`src/rtl/core/sst_pkg.sv`:
```
// ----------------------------------------------------------------------------
// sst_pkg: shared types and codes for the sorted score table
// operation, status and cell command codes, slot and cell control structs
// ----------------------------------------------------------------------------
`default_nettype none

package sst_pkg;

    localparam int ID_W     = 16;
    localparam int SCORE_W  = 32;
    localparam int RANK_W   = 4;
    localparam int CNT_W    = 5;
    localparam int MAX_DUMP = 16;

    // operation codes; any code with bit 1 set dumps the table
    localparam logic [1:0] OP_INSERT   = 2'd0;
    localparam logic [1:0] OP_UPDATE   = 2'd1;
    localparam logic [1:0] OP_DUMP     = 2'd2;
    localparam logic [1:0] OP_DUMP_ALT = 2'd3;
    localparam int         OP_DUMP_BIT = 1;

    typedef enum logic [1:0] {
        ST_OK        = 2'd0,
        ST_NOT_FOUND = 2'd1,
        ST_FULL      = 2'd2,
        ST_EMPTY     = 2'd3
    } status_t;

    typedef enum logic [1:0] {
        CMD_HOLD,
        CMD_INSERT,
        CMD_REMOVE,
        CMD_ROTATE
    } cell_cmd_t;

    typedef enum logic [1:0] {
        FSM_IDLE,
        FSM_REINSERT,
        FSM_DUMP
    } fsm_state_t;

    typedef struct packed {
        logic [ID_W-1:0]    id;
        logic [SCORE_W-1:0] score;
    } slot_t;

    typedef struct packed {
        cell_cmd_t          cmd;
        logic [ID_W-1:0]    key_id;
        logic [SCORE_W-1:0] key_score;
    } cell_ctrl_t;

endpackage

`default_nettype wire

```
`src/rtl/core/sst_cell.sv`:
```
// ----------------------------------------------------------------------------
// sst_cell: one slot of the sorted chain
// holds one (id, score) pair, shifts right on insert, left on remove/rotate
// ----------------------------------------------------------------------------
`default_nettype none

module sst_cell
    import sst_pkg::*;
(
    input  wire logic       clk,
    input  wire cell_ctrl_t ctrl,
    input  wire logic       occupied,
    input  wire logic       tail,
    input  wire slot_t      left_slot,
    input  wire logic       left_ge,
    input  wire slot_t      right_slot,
    input  wire slot_t      head_slot,
    input  wire logic       after_in,
    output slot_t           slot,
    output logic            ge,
    output logic            after_out,
    output logic            take_new
);

    slot_t slot_reg;
    slot_t slot_next;

    assign slot = slot_reg;

    // at or past the insert position: empty, or strictly lower score
    assign ge        = !occupied || (slot_reg.score < ctrl.key_score);
    assign take_new  = ge && !left_ge;
    // at or past the first slot holding the searched id
    assign after_out = after_in || (occupied && (slot_reg.id == ctrl.key_id));

    always_comb
    begin
        slot_next = slot_reg;
        case (ctrl.cmd)
            CMD_INSERT:
            begin
                if (left_ge)
                begin
                    slot_next = left_slot;
                end
                else if (ge)
                begin
                    slot_next.id    = ctrl.key_id;
                    slot_next.score = ctrl.key_score;
                end
            end
            CMD_REMOVE:
            begin
                if (after_out)
                begin
                    slot_next = right_slot;
                end
            end
            CMD_ROTATE:
            begin
                if (occupied)
                begin
                    slot_next = tail ? head_slot : right_slot;
                end
            end
            default:
            begin
                slot_next = slot_reg;
            end
        endcase
    end

    always_ff @(posedge clk)
    begin
        slot_reg <= slot_next;
    end

endmodule

`default_nettype wire

```
`src/rtl/core/sorted_score_table_core.sv`:
```
// ----------------------------------------------------------------------------
// sorted_score_table_core: table of (id, score) entries in descending order
// chain of slot cells with a small sequencer and a registered result port
// ----------------------------------------------------------------------------
// usage
//   s_* carries requests: s_tuser = operation (0 insert, 1 update, 2/3 dump),
//   s_tdata = entry id and score. m_* carries results: m_tuser = status,
//   m_tdata = rank, id, score and entry count, m_tlast on the final result.
// sequence
//   insert: the chain shifts and the result register loads at the accepting
//   edge, so the result is valid in the next cycle and a new request can
//   follow once the result slot frees. update: the accepting edge pulls the
//   entry out of the chain or, if the id is not found, loads ST_NOT_FOUND; the
//   next edge puts it back and loads the result. dump: an empty table loads
//   ST_EMPTY at the accepting edge; else that edge starts the sequencer, then
//   one held entry per cycle while the result slot is free; the chain rotates
//   through the occupied slots and slot 0 feeds the result port; with more
//   than 16 entries the rotation finishes without results.
// reset
//   the entry count clears and the table is empty; slot contents are not
//   cleared, only slots below the count are ever read.
// back-pressure
//   a single result register parts the two sides; when it holds a result
//   and m_tready is low the chain waits and s_tready stays low till it frees.
// ----------------------------------------------------------------------------
`default_nettype none

module sorted_score_table_core
    import sst_pkg::*;
#(
    parameter int CAPACITY = 16
)
(
    input  wire logic        clk,
    input  wire logic        rst_n,
    input  wire logic        s_tvalid,
    output logic             s_tready,
    input  wire logic [47:0] s_tdata,   // entry_id[15:0], score[47:16]
    input  wire logic [1:0]  s_tuser,   // operation[1:0]
    output logic             m_tvalid,
    input  wire logic        m_tready,
    output logic [63:0]      m_tdata,   // rank[3:0], out_id[19:4], out_score[51:20],
                                        // entry_count[56:52], zero fill above
    output logic [1:0]       m_tuser,   // status[1:0]
    output logic             m_tlast
);

    localparam int CW = $clog2(CAPACITY + 1);
    localparam int XW = (CW > CNT_W) ? CW + 1 : CNT_W + 1;

    // request fields
    logic [ID_W-1:0]    in_id;
    logic [SCORE_W-1:0] in_score;
    logic [1:0]         in_op;
    logic               s_accept;

    assign in_id    = s_tdata[ID_W-1:0];
    assign in_score = s_tdata[ID_W +: SCORE_W];
    assign in_op    = s_tuser;

    // control state
    fsm_state_t  state_reg, state_next;
    logic [CW-1:0] count_reg, count_next;
    logic [CW-1:0] step_reg, step_next;

    // pending entry of an update between removal and reinsertion
    logic [ID_W-1:0]    pend_id_reg, pend_id_next;
    logic [SCORE_W-1:0] pend_score_reg, pend_score_next;

    // result register
    logic               m_valid_reg, m_valid_next;
    status_t            r_status_reg, r_status_next;
    logic [RANK_W-1:0]  r_rank_reg, r_rank_next;
    logic [ID_W-1:0]    r_id_reg, r_id_next;
    logic [SCORE_W-1:0] r_score_reg, r_score_next;
    logic [CNT_W-1:0]   r_count_reg, r_count_next;
    logic               r_last_reg, r_last_next;
    logic               load;
    logic               out_free;

    // chain
    cell_ctrl_t ctrl;
    cell_cmd_t  chain_cmd;
    slot_t      cell_slot  [CAPACITY];
    slot_t      left_slot  [CAPACITY];
    slot_t      right_slot [CAPACITY];
    logic       cell_ge    [CAPACITY];
    logic       left_ge    [CAPACITY];
    logic       cell_after [CAPACITY];
    logic       after_in   [CAPACITY];
    logic       cell_take  [CAPACITY];
    logic       cell_occ   [CAPACITY];
    logic       cell_tail  [CAPACITY];

    logic [RANK_W-1:0] ins_rank;
    logic              found;
    logic              full;

    // dump bookkeeping
    logic [XW-1:0] step_x;
    logic [XW-1:0] cnt_x;
    logic [XW-1:0] dump_n;
    logic          dump_emit;
    logic          dump_last;
    logic          dump_done;

    assign out_free = !m_valid_reg || m_tready;
    assign s_tready = (state_reg == FSM_IDLE) && out_free;
    assign s_accept = s_tvalid && s_tready;

    // the reinsert step searches with the pending entry
    assign ctrl = '{
        cmd:       chain_cmd,
        key_id:    (state_reg == FSM_REINSERT) ? pend_id_reg : in_id,
        key_score: (state_reg == FSM_REINSERT) ? pend_score_reg : in_score
    };

    genvar gi;
    generate
        for (gi = 0; gi < CAPACITY; gi++)
        begin : g_cell
            localparam logic [CW-1:0] IDX = CW'(gi);

            assign cell_occ[gi]  = IDX < count_reg;
            assign cell_tail[gi] = (IDX + CW'(1)) == count_reg;

            if (gi == 0)
            begin : g_first
                assign left_slot[gi] = cell_slot[gi];
                assign left_ge[gi]   = 1'b0;
                assign after_in[gi]  = 1'b0;
            end
            else
            begin : g_inner
                assign left_slot[gi] = cell_slot[gi-1];
                assign left_ge[gi]   = cell_ge[gi-1];
                assign after_in[gi]  = cell_after[gi-1];
            end

            if (gi == CAPACITY - 1)
            begin : g_last
                assign right_slot[gi] = cell_slot[0];
            end
            else
            begin : g_mid
                assign right_slot[gi] = cell_slot[gi+1];
            end

            sst_cell u_cell
            (
                .clk        (clk),
                .ctrl       (ctrl),
                .occupied   (cell_occ[gi]),
                .tail       (cell_tail[gi]),
                .left_slot  (left_slot[gi]),
                .left_ge    (left_ge[gi]),
                .right_slot (right_slot[gi]),
                .head_slot  (cell_slot[0]),
                .after_in   (after_in[gi]),
                .slot       (cell_slot[gi]),
                .ge         (cell_ge[gi]),
                .after_out  (cell_after[gi]),
                .take_new   (cell_take[gi])
            );
        end
    endgenerate

    // insert position from the one-hot take flags
    always_comb
    begin
        ins_rank = '0;
        for (int i = 0; i < CAPACITY; i++)
        begin
            if (cell_take[i])
            begin
                ins_rank = ins_rank | RANK_W'(i);
            end
        end
    end

    assign found = cell_after[CAPACITY-1];
    assign full  = count_reg == CW'(CAPACITY);

    assign step_x    = XW'(step_reg);
    assign cnt_x     = XW'(count_reg);
    assign dump_n    = (cnt_x < XW'(MAX_DUMP)) ? cnt_x : XW'(MAX_DUMP);
    assign dump_emit = step_x < dump_n;
    assign dump_last = (step_x + XW'(1)) == dump_n;
    assign dump_done = (step_x + XW'(1)) == cnt_x;

    always_comb
    begin
        state_next      = state_reg;
        count_next      = count_reg;
        step_next       = step_reg;
        pend_id_next    = pend_id_reg;
        pend_score_next = pend_score_reg;
        chain_cmd       = CMD_HOLD;
        load            = 1'b0;
        r_status_next   = ST_OK;
        r_rank_next     = '0;
        r_id_next       = in_id;
        r_score_next    = in_score;
        r_count_next    = CNT_W'(count_reg);
        r_last_next     = 1'b1;

        unique case (state_reg)
            FSM_IDLE:
            begin
                if (s_accept)
                begin
                    if (in_op[OP_DUMP_BIT])
                    begin
                        if (count_reg == '0)
                        begin
                            load          = 1'b1;
                            r_status_next = ST_EMPTY;
                            r_id_next     = '0;
                            r_score_next  = '0;
                            r_count_next  = '0;
                        end
                        else
                        begin
                            step_next  = '0;
                            state_next = FSM_DUMP;
                        end
                    end
                    else if (in_op == OP_INSERT)
                    begin
                        load = 1'b1;
                        if (full)
                        begin
                            r_status_next = ST_FULL;
                        end
                        else
                        begin
                            chain_cmd    = CMD_INSERT;
                            count_next   = count_reg + CW'(1);
                            r_rank_next  = ins_rank;
                            r_count_next = CNT_W'(count_reg + CW'(1));
                        end
                    end
                    else
                    begin
                        // update: pull the entry out, put it back next cycle; else report not found
                        chain_cmd = CMD_REMOVE;
                        if (found)
                        begin
                            count_next      = count_reg - CW'(1);
                            pend_id_next    = in_id;
                            pend_score_next = in_score;
                            state_next      = FSM_REINSERT;
                        end
                        else
                        begin
                            load          = 1'b1;
                            r_status_next = ST_NOT_FOUND;
                        end
                    end
                end
            end
            FSM_REINSERT:
            begin
                if (out_free)
                begin
                    chain_cmd    = CMD_INSERT;
                    count_next   = count_reg + CW'(1);
                    load         = 1'b1;
                    r_rank_next  = ins_rank;
                    r_id_next    = pend_id_reg;
                    r_score_next = pend_score_reg;
                    r_count_next = CNT_W'(count_reg + CW'(1));
                    state_next   = FSM_IDLE;
                end
            end
            FSM_DUMP:
            begin
                if (out_free)
                begin
                    chain_cmd    = CMD_ROTATE;
                    load         = dump_emit;
                    r_rank_next  = RANK_W'(step_reg);
                    r_id_next    = cell_slot[0].id;
                    r_score_next = cell_slot[0].score;
                    r_last_next  = dump_last;
                    step_next    = step_reg + CW'(1);
                    if (dump_done)
                    begin
                        state_next = FSM_IDLE;
                    end
                end
            end
            default:
            begin
                state_next = FSM_IDLE;
            end
        endcase
    end

    always_comb
    begin
        if (load)
        begin
            m_valid_next = 1'b1;
        end
        else if (m_tready)
        begin
            m_valid_next = 1'b0;
        end
        else
        begin
            m_valid_next = m_valid_reg;
        end
    end

    always_ff @(posedge clk or negedge rst_n)
    begin
        if (!rst_n)
        begin
            state_reg   <= FSM_IDLE;
            count_reg   <= '0;
            step_reg    <= '0;
            m_valid_reg <= 1'b0;
        end
        else
        begin
            state_reg   <= state_next;
            count_reg   <= count_next;
            step_reg    <= step_next;
            m_valid_reg <= m_valid_next;
        end
    end

    always_ff @(posedge clk)
    begin
        pend_id_reg    <= pend_id_next;
        pend_score_reg <= pend_score_next;
        if (load)
        begin
            r_status_reg <= r_status_next;
            r_rank_reg   <= r_rank_next;
            r_id_reg     <= r_id_next;
            r_score_reg  <= r_score_next;
            r_count_reg  <= r_count_next;
            r_last_reg   <= r_last_next;
        end
    end

    assign m_tvalid = m_valid_reg;
    assign m_tuser  = r_status_reg;
    assign m_tlast  = r_last_reg;
    assign m_tdata  = {7'b0, r_count_reg, r_score_reg, r_id_reg, r_rank_reg};

endmodule

`default_nettype wire
```
`config.mk`:
```
export PLATFORM = sky130hd
export DESIGN_NAME = sorted_score_table_core
export DESIGN_NICKNAME = d
export VERILOG_FILES = /design/src/rtl/core/sst_pkg.sv /design/src/rtl/core/sst_cell.sv /design/src/rtl/core/sorted_score_table_core.sv
export SDC_FILE = /design/constraint.sdc
export NUM_CORES = 2
export LEC_CHECK = 0
export ABC_AREA = 0
export BUFFER_PORTS_ARGS = -buffer_cell sky130_fd_sc_hd__clkbuf_2
export CAP_MARGIN = 20
export CORE_MARGIN = 2
export CORE_UTILIZATION = 60
export DETAILED_ROUTE_END_ITERATION = 16
export PLACE_DENSITY_LB_ADDON = 0.15
export RECOVER_POWER = 100
export SYNTH_ARGS = -nofsm -noshare
export SYNTH_HDL_FRONTEND = slang
export SYNTH_SLANG_ARGS = --single-unit
```
`constraint.sdc`:
```
create_clock -name clk -period 11.1 [get_ports clk]
set_input_delay 1.665 -clock clk [delete_from_list [all_inputs] [get_ports clk]]
set_output_delay 1.665 -clock clk [all_outputs]
set_load 0.1 [all_outputs]
```
; Word level (Yosys, flattened, before mapping)
; Index checks and enable logic that the tools add are counted.
[op_classes]
addsub = 4
reduce_logical = 126
n_bitwise = 2
eq_ne = 99
n_mux = 179
order_cmp = 34
[ops]
columns = cell, n
row1 = 48-bit 2-to-1 mux, 78
row2 = 48-bit one-hot mux with 3 select lines, 16
row3 = 32-bit < comparator, 16
row4 = 16-bit == test, 16
row5 = 32-bit 2-to-1 mux, 6
row6 = 16-bit 2-to-1 mux, 6
row7 = 32-bit one-hot mux with 3 select lines, 1
row8 = 5-bit 2-to-1 mux, 15
row9 = 2-bit by 1-bit != test with 1-bit output (second input constant), 32
row10 = 4-bit AND reduction, 16
row11 = 4-bit 2-to-1 mux, 14
row12 = 16-bit one-hot mux with 3 select lines, 1
row13 = 3-bit by 1-bit != test with 1-bit output (second input constant), 15
row14 = 4-bit by 5-bit == test with 1-bit output (first input constant), 8
row15 = 4-bit by 5-bit < comparator with 1-bit output (first input constant), 8
row16 = 2-bit 2-to-1 mux, 18
row17 = 1-bit logical AND, 33
row18 = 1-bit zero test, 32
row19 = 1-bit logical OR, 32
row20 = 5-bit one-hot mux with 2 select lines, 3
row21 = 3-bit by 5-bit == test with 1-bit output (first input constant), 4
row22 = 3-bit by 5-bit < comparator with 1-bit output (first input constant), 4
row23 = 2-bit != test (second input constant), 9
row24 = 5-bit AND reduction, 3
row25 = other kinds (27), 58
[word_totals]
ff_bits = 889
out_inout_bits = 69
word_cells = 488
inputBits = 54

; Longest topological paths before layout
[depth]
depth_word = 26
depth_mapped = 26
ltp_nobuf = 15

; Hierarchy
; Synthesis repeated with hierarchy kept, for this count alone.
[hier_totals]
cells_unflattened = 7216
hier_area_um2 = 68195.4
[by_module_without_submodules]
columns = module, seq_area_each_um2, instances, cells_per_inst, area_each_um2
row1 = sst_cell (g_cell[0].u_cell ...), 1441.4, 11, 409, 3860.0
row2 = sst_cell (g_cell[5].u_cell ...), 1441.4, 5, 409, 3856.2
row3 = sorted_score_table_core, 3568.4, 1, 672, 6454.9

; Worst setup path before layout
; Ideal clock, no wire load.
[synth_timing]
path_kind = input to register
start = input port m_tready
end = register g_cell[3].u_cell.slot_reg, in the netlist g_cell[3].u_cell.slot[0], enable pin
t_arrival_ns = 8.684
required_time_ns = 10.559
path_buffers = 0
path_slack_ns = 1.875
path_stages = 8
setup_ns = 0.541
path_cell_list = nor2b_1 nor3_1 nand2_1 o21ai_2 nor2_1 nand2_1 o21ai_0 a311oi_1
[synth_between]
elab_chain_len = 8
elab_cells_between_ends = 15
classes_between = eq/ne (6) / mux (4) / reduce/logical (5)
[synth_rtl]
columns = item, line_no
row1 = start: declaration, sorted_score_table_core.sv:41  ; input wire logic m_tready,
row2 = 1-bit logical OR (*), sorted_score_table_core.sv:107  ; assign out_free = !m_valid_reg || m_tready;
row3 = 1-bit logical AND (*), sorted_score_table_core.sv:108  ; assign s_tready = (state_reg == FSM_IDLE) && out_free;
row4 = net s_tready, sorted_score_table_core.sv:37  ; output logic s_tready,
row5 = 1-bit logical AND (*), sorted_score_table_core.sv:109  ; assign s_accept = s_tvalid && s_tready;
row6 = 2-bit 2-to-1 mux (*), sorted_score_table_core.sv:210  ; if (s_accept)
row7 = 2-bit one-hot mux with 3 select lines (*), sorted_score_table_core.sv:207  ; unique case (state_reg)
row8 = 2-bit by 1-bit == test with 1-bit output / 2-bit == test (equally long branches), sst_cell.sv:39  ; case (ctrl.cmd)
row9 = 3-bit by 1-bit != test with 1-bit output (no line) (tied with other cells), n/a
row10 = 4-bit AND reduction (no line) (*), n/a
row11 = end signal: assignment, sst_cell.sv:75  ; slot_reg <= slot_next;
row12 = end: declaration, sst_cell.sv:25  ; slot_t slot_reg;
; The timed path passes the listed nets; every way through them passes the cells marked *.
; A chain may end at the register's enable or synchronous reset.

; Worst setup path after layout
[layout_timing]
start = register state_reg[1]
end = register g_cell[12].u_cell.slot_reg, in the netlist g_cell[12].u_cell.slot[3], enable pin
[layout_between]
elab_chain_len = 18
elab_cells_between_ends = 59
classes_between = order compare (2) / eq/ne (21) / mux (4) / reduce/logical (32)
[layout_rtl]
columns = item, line_no
row1 = start: declaration, sorted_score_table_core.sv:62  ; fsm_state_t state_reg, state_next;
row2 = start signal: assignment, sorted_score_table_core.sv:327  ; state_reg <= state_next;
row3 = 2-bit by 1-bit == test with 1-bit output, "sorted_score_table_core.sv:114, sorted_score_table_core.sv:115, sorted_score_table_core.sv:207"
row4 = 16-bit 2-to-1 mux, sorted_score_table_core.sv:114  ; key_id: (state_reg == FSM_REINSERT) ? pend_id_reg : in_id,
row5 = 16-bit == test, sst_cell.sv:34  ; assign after_out = after_in || (occupied && (slot_reg.id == ctrl.key_id));
row6 = 1-bit logical AND, sst_cell.sv:34
row7 = 1-bit logical OR (12 in a row), sst_cell.sv:34
row8 = 2-bit by 1-bit != test with 1-bit output (no line), n/a
row9 = 4-bit AND reduction (no line) (*), n/a
row10 = end signal: assignment, sst_cell.sv:75
row11 = end: declaration, sst_cell.sv:25
; Mark *: on every way between the ends. The rest lies on a longest branch, timed or not.

==> flow_summary_export.csv <==
group,metric,value,unit
floorplan,num_rows,121,
placed_design,post-place-cells,8018,
route,drtIter0Drc,9723,
clock_network,cts_setup_buffers,0,
logic_synthesis,synth_warnings,0,
placed_design,gp_congestion,1.06,
timing,period_needed,9.89,ns
pwr,power_density,380,nW/µm²
cells_and_area,largest_reg_flops,768,
pwr,swShare,0.500,
cells_and_area,layout_commonest_cell,"edfxtp_1",
worst_hold_path,min_path_type,"reg -> reg",
floorplan,initial_utilization,0.603,
timing,finalHoldViolCount,0,
logic_synthesis,yosysTopAreaCell,"edfxtp_1",
route,vias_per_cell,7.26,
pwr,p_comb_frac,0.511,
cells_and_area,instances_no_fill,8211,
floorplan,die_area,112000,µm²
logic_synthesis,avgSynthCellArea,9.40,µm²
pwr,p_int,13.3,mW
run_status,violations,"capacitance limit, slew limit",
timing,fin_tns_setup,0,ns
pwr,pwr-share-seq,0.355,
logic_synthesis,synth_edf_count,876,
pwr,switching_power,13.3,mW
grt,grt_pass1_vias,55548,
critical_path,cp.arrival,10.21,ns
logic_synthesis,synthTopCellsByArea,"edfxtp_1 (40%), ha_1 (9.7%), o21ai_0 (6.4%)",
clock_network,numCtsBuffers,103,
logic_synthesis,ys_ff_latch,889,
clock_network,root_buffer,"clkbuf_16",
critical_path,path_class,"reg -> reg",
floorplan,fp.dieW,334,µm
grt,gr-total-overflow,0,
cells_and_area,nets,7275,
run_status,outcome,"complete, but fails checks",
logic_synthesis,synthesis.area,65400,µm²
timing,slew_viol_final,1856,
floorplan,die_h,334,µm
logic_synthesis,async_flop_share,0.0146,
job,max-cap-violations,30,
cells_and_area,final_area,70100,µm²
logic_synthesis,yosysUniqueCellTypes,90,
critical_path,cp-end-kind,"flip-flop",
pwr,power.share.clock,0.134,
pwr,p_leak,26.0,nW
route,dr.pass1.iters,8,
placed_design,dp.final_hpwl,168000,µm
clock_network,clock_path_buffers,3,
pwr,ir_drop,0.000297,V
critical_path,cp_data_required_time,11.43,ns
logic_synthesis,synth-main-ff-cell,"edfxtp_1",
grt,grtUsageTotal,0.445,
timing,slew_headroom,-2.49,
logic_synthesis,yosysTopAreaCellShare,0.402,
placed_design,placed_cell_area,67100,µm²
floorplan,coreArea,108000,µm²
route,drc,0,
critical_path,path_max_fanout,45,
clock_network,cts_sinks,889,
timing,max_freq,101,MHz
cells_and_area,final_cell_mix,"edfxtp_1 (876), o21ai_0 (836), nand2_1 (770), a21oi_1 (566), ha_1 (507)",
clock_network,cts_hold_buf,0,
timing,setup_viol,0,
timing,clock_skew,0.0378,ns
timing,rsz0062_at_grt,"false",
floorplan,io_pins,123,
logic_synthesis,yosysSeqAreaShare,0.407,
clock_network,path_clk_slew,0.06,ns
grt,grt_pass1_wl,371000,µm
clock_network,htreeDepth,3,
route,wl_per_cell,31.0,µm
clock_network,ctsResizeCount,0,
placed_design,port_buffers,115,
timing,finalCritPeriodShare,0.891,
clock_network,tritoncts,"done",
clock_network,clock_latency,0.74,ns
cells_and_area,area_growth,7.24,%
logic_synthesis,syn_inst,6952,
route,wl,254000,µm
route,ant_nets,0,
grt,antenna_found_initial,10,
grt,grt_max_degree,256,
cells_and_area,drive_gt1_frac,0.0577,
route,via_count,59586,
timing,worst_pin_slew,5.24,ns
critical_path,start_kind,"flip-flop",
[through the flow]
stage	hold WS, ns	worst slack [ns]	util	total power [mW]
after detailed placement	0.566	3.41	0.619	22.3
after global routing	0.618	1.34	0.647	27.8
after CTS	0.576	3.34	0.650	25.9
after floorplan	0.539	1.88	-	17.5
after global placement	0.561	3.64	0.619	21.9
final	0.594	1.21	0.647	26.6
[cell families after synthesis]
| group | share of synthesized area |
|---|---|
| compound gates | 0.244 |
| xor+xnor | 0.0370 |
| fa+ha+maj | 0.0970 |
| buf+inv | 0.0458 |
| flops | 0.407 |
| mux | 0.0580 |
| other cells | 0.0000574 |
| simple gates | 0.111 |
[power by group through the flow]
stage	Combinational (mW)	Sequential, mW	Clock (mW)
2_1_floorplan	8.51	9.02	0
3_3_place_gp	12.7	9.26	0
3_5_place_dp	13.1	9.27	0
4_1_cts	13.1	9.24	3.55
5_1_grt	14.6	9.55	3.65
6_report	13.6	9.46	3.56
[routing by layer]
metal / up-vias / GRT usage / routed length [µm]
met1: 27865 / 0.586 / 92100
met4: 14 / 0.291 / 20000
met2: 4808 / 0.637 / 105000
met5: - / 0 / 88
met3: 1070 / 0.132 / 37300
li1: 25829 / - / -
[final cells by class]
class                   instances  area (µm²)
diodes                          2        5.00
clock buffers                 121        2670
clock inverters                65         703
fillers                      8889       38300
inverters                     117         439
multi-input cells            5317       36200
flip-flops and latches        889       26600
well taps                    1414        1770
repair buffers                286        1680
[synth_stat cells, drive strengths merged (4+ instances only)]
cell	number
a22oi	170
xor2	67
o2111ai	9
o311ai	5
inv	117
o31ai	8
nor4	49
a2111oi	27
o211ai	229
dfrtp	13
a2bb2oi	4
nand2b	22
mux2i	357
a22o	54
a222oi	34
or3	12
ha	507
a221oi	23
o41ai	6
a21oi	573
a311oi	6
clkbuf	522
o22ai	11
nand3	49
xnor2	209
and3	14
o2111a	4
buf	113
a221o	5
o221ai	8
nor2b	156
a31oi	23
nor3	49
edfxtp	876
nand4	103
o21a	15
nor4b	4
a211oi	310
nand2	771
mux2	7
o21ai	843
nor2	355
or2	5
a21o	158
and4	11
[critical path: stages, from the launching register on]
cell	delay, ns
dfrtp_1	0.71
nand2b_1	2.27
clkbuf_1	2.09
a41oi_1	0.40
nor3_1	0.81
nand4_1	0.49
and4b_1	0.46
nand3_1	0.20
or2_0	0.23
o211a_1	0.72
clkbuf_2	0.97
[final timing paths]
path / startpoint / end / slack (ns) / cells after the start
setup / recovery: state_reg[1]$_DFFE_PN0P_ / g_cell[12].u_cell.slot[3]$_DFFE_PP_ / 1.21 / 10
hold / removal: pend_score_reg[13]$_DFFE_PP_ / r_score_reg[13]$_DFFE_PP_ / 0.59 / 2
setup reg to reg: state_reg[1]$_DFFE_PN0P_ / g_cell[12].u_cell.slot[3]$_DFFE_PP_ / 1.21 / 10
hold reg to reg: pend_score_reg[13]$_DFFE_PP_ / r_score_reg[13]$_DFFE_PP_ / 0.59 / 2
max in group asynchronous: rst_n / count_reg[3]$_DFFE_PN0P_ / 9.50 / 1
min in group asynchronous: rst_n / state_reg[0]$_DFFE_PN0P_ / 1.04 / 1
(Power assumes the default switching activity.)
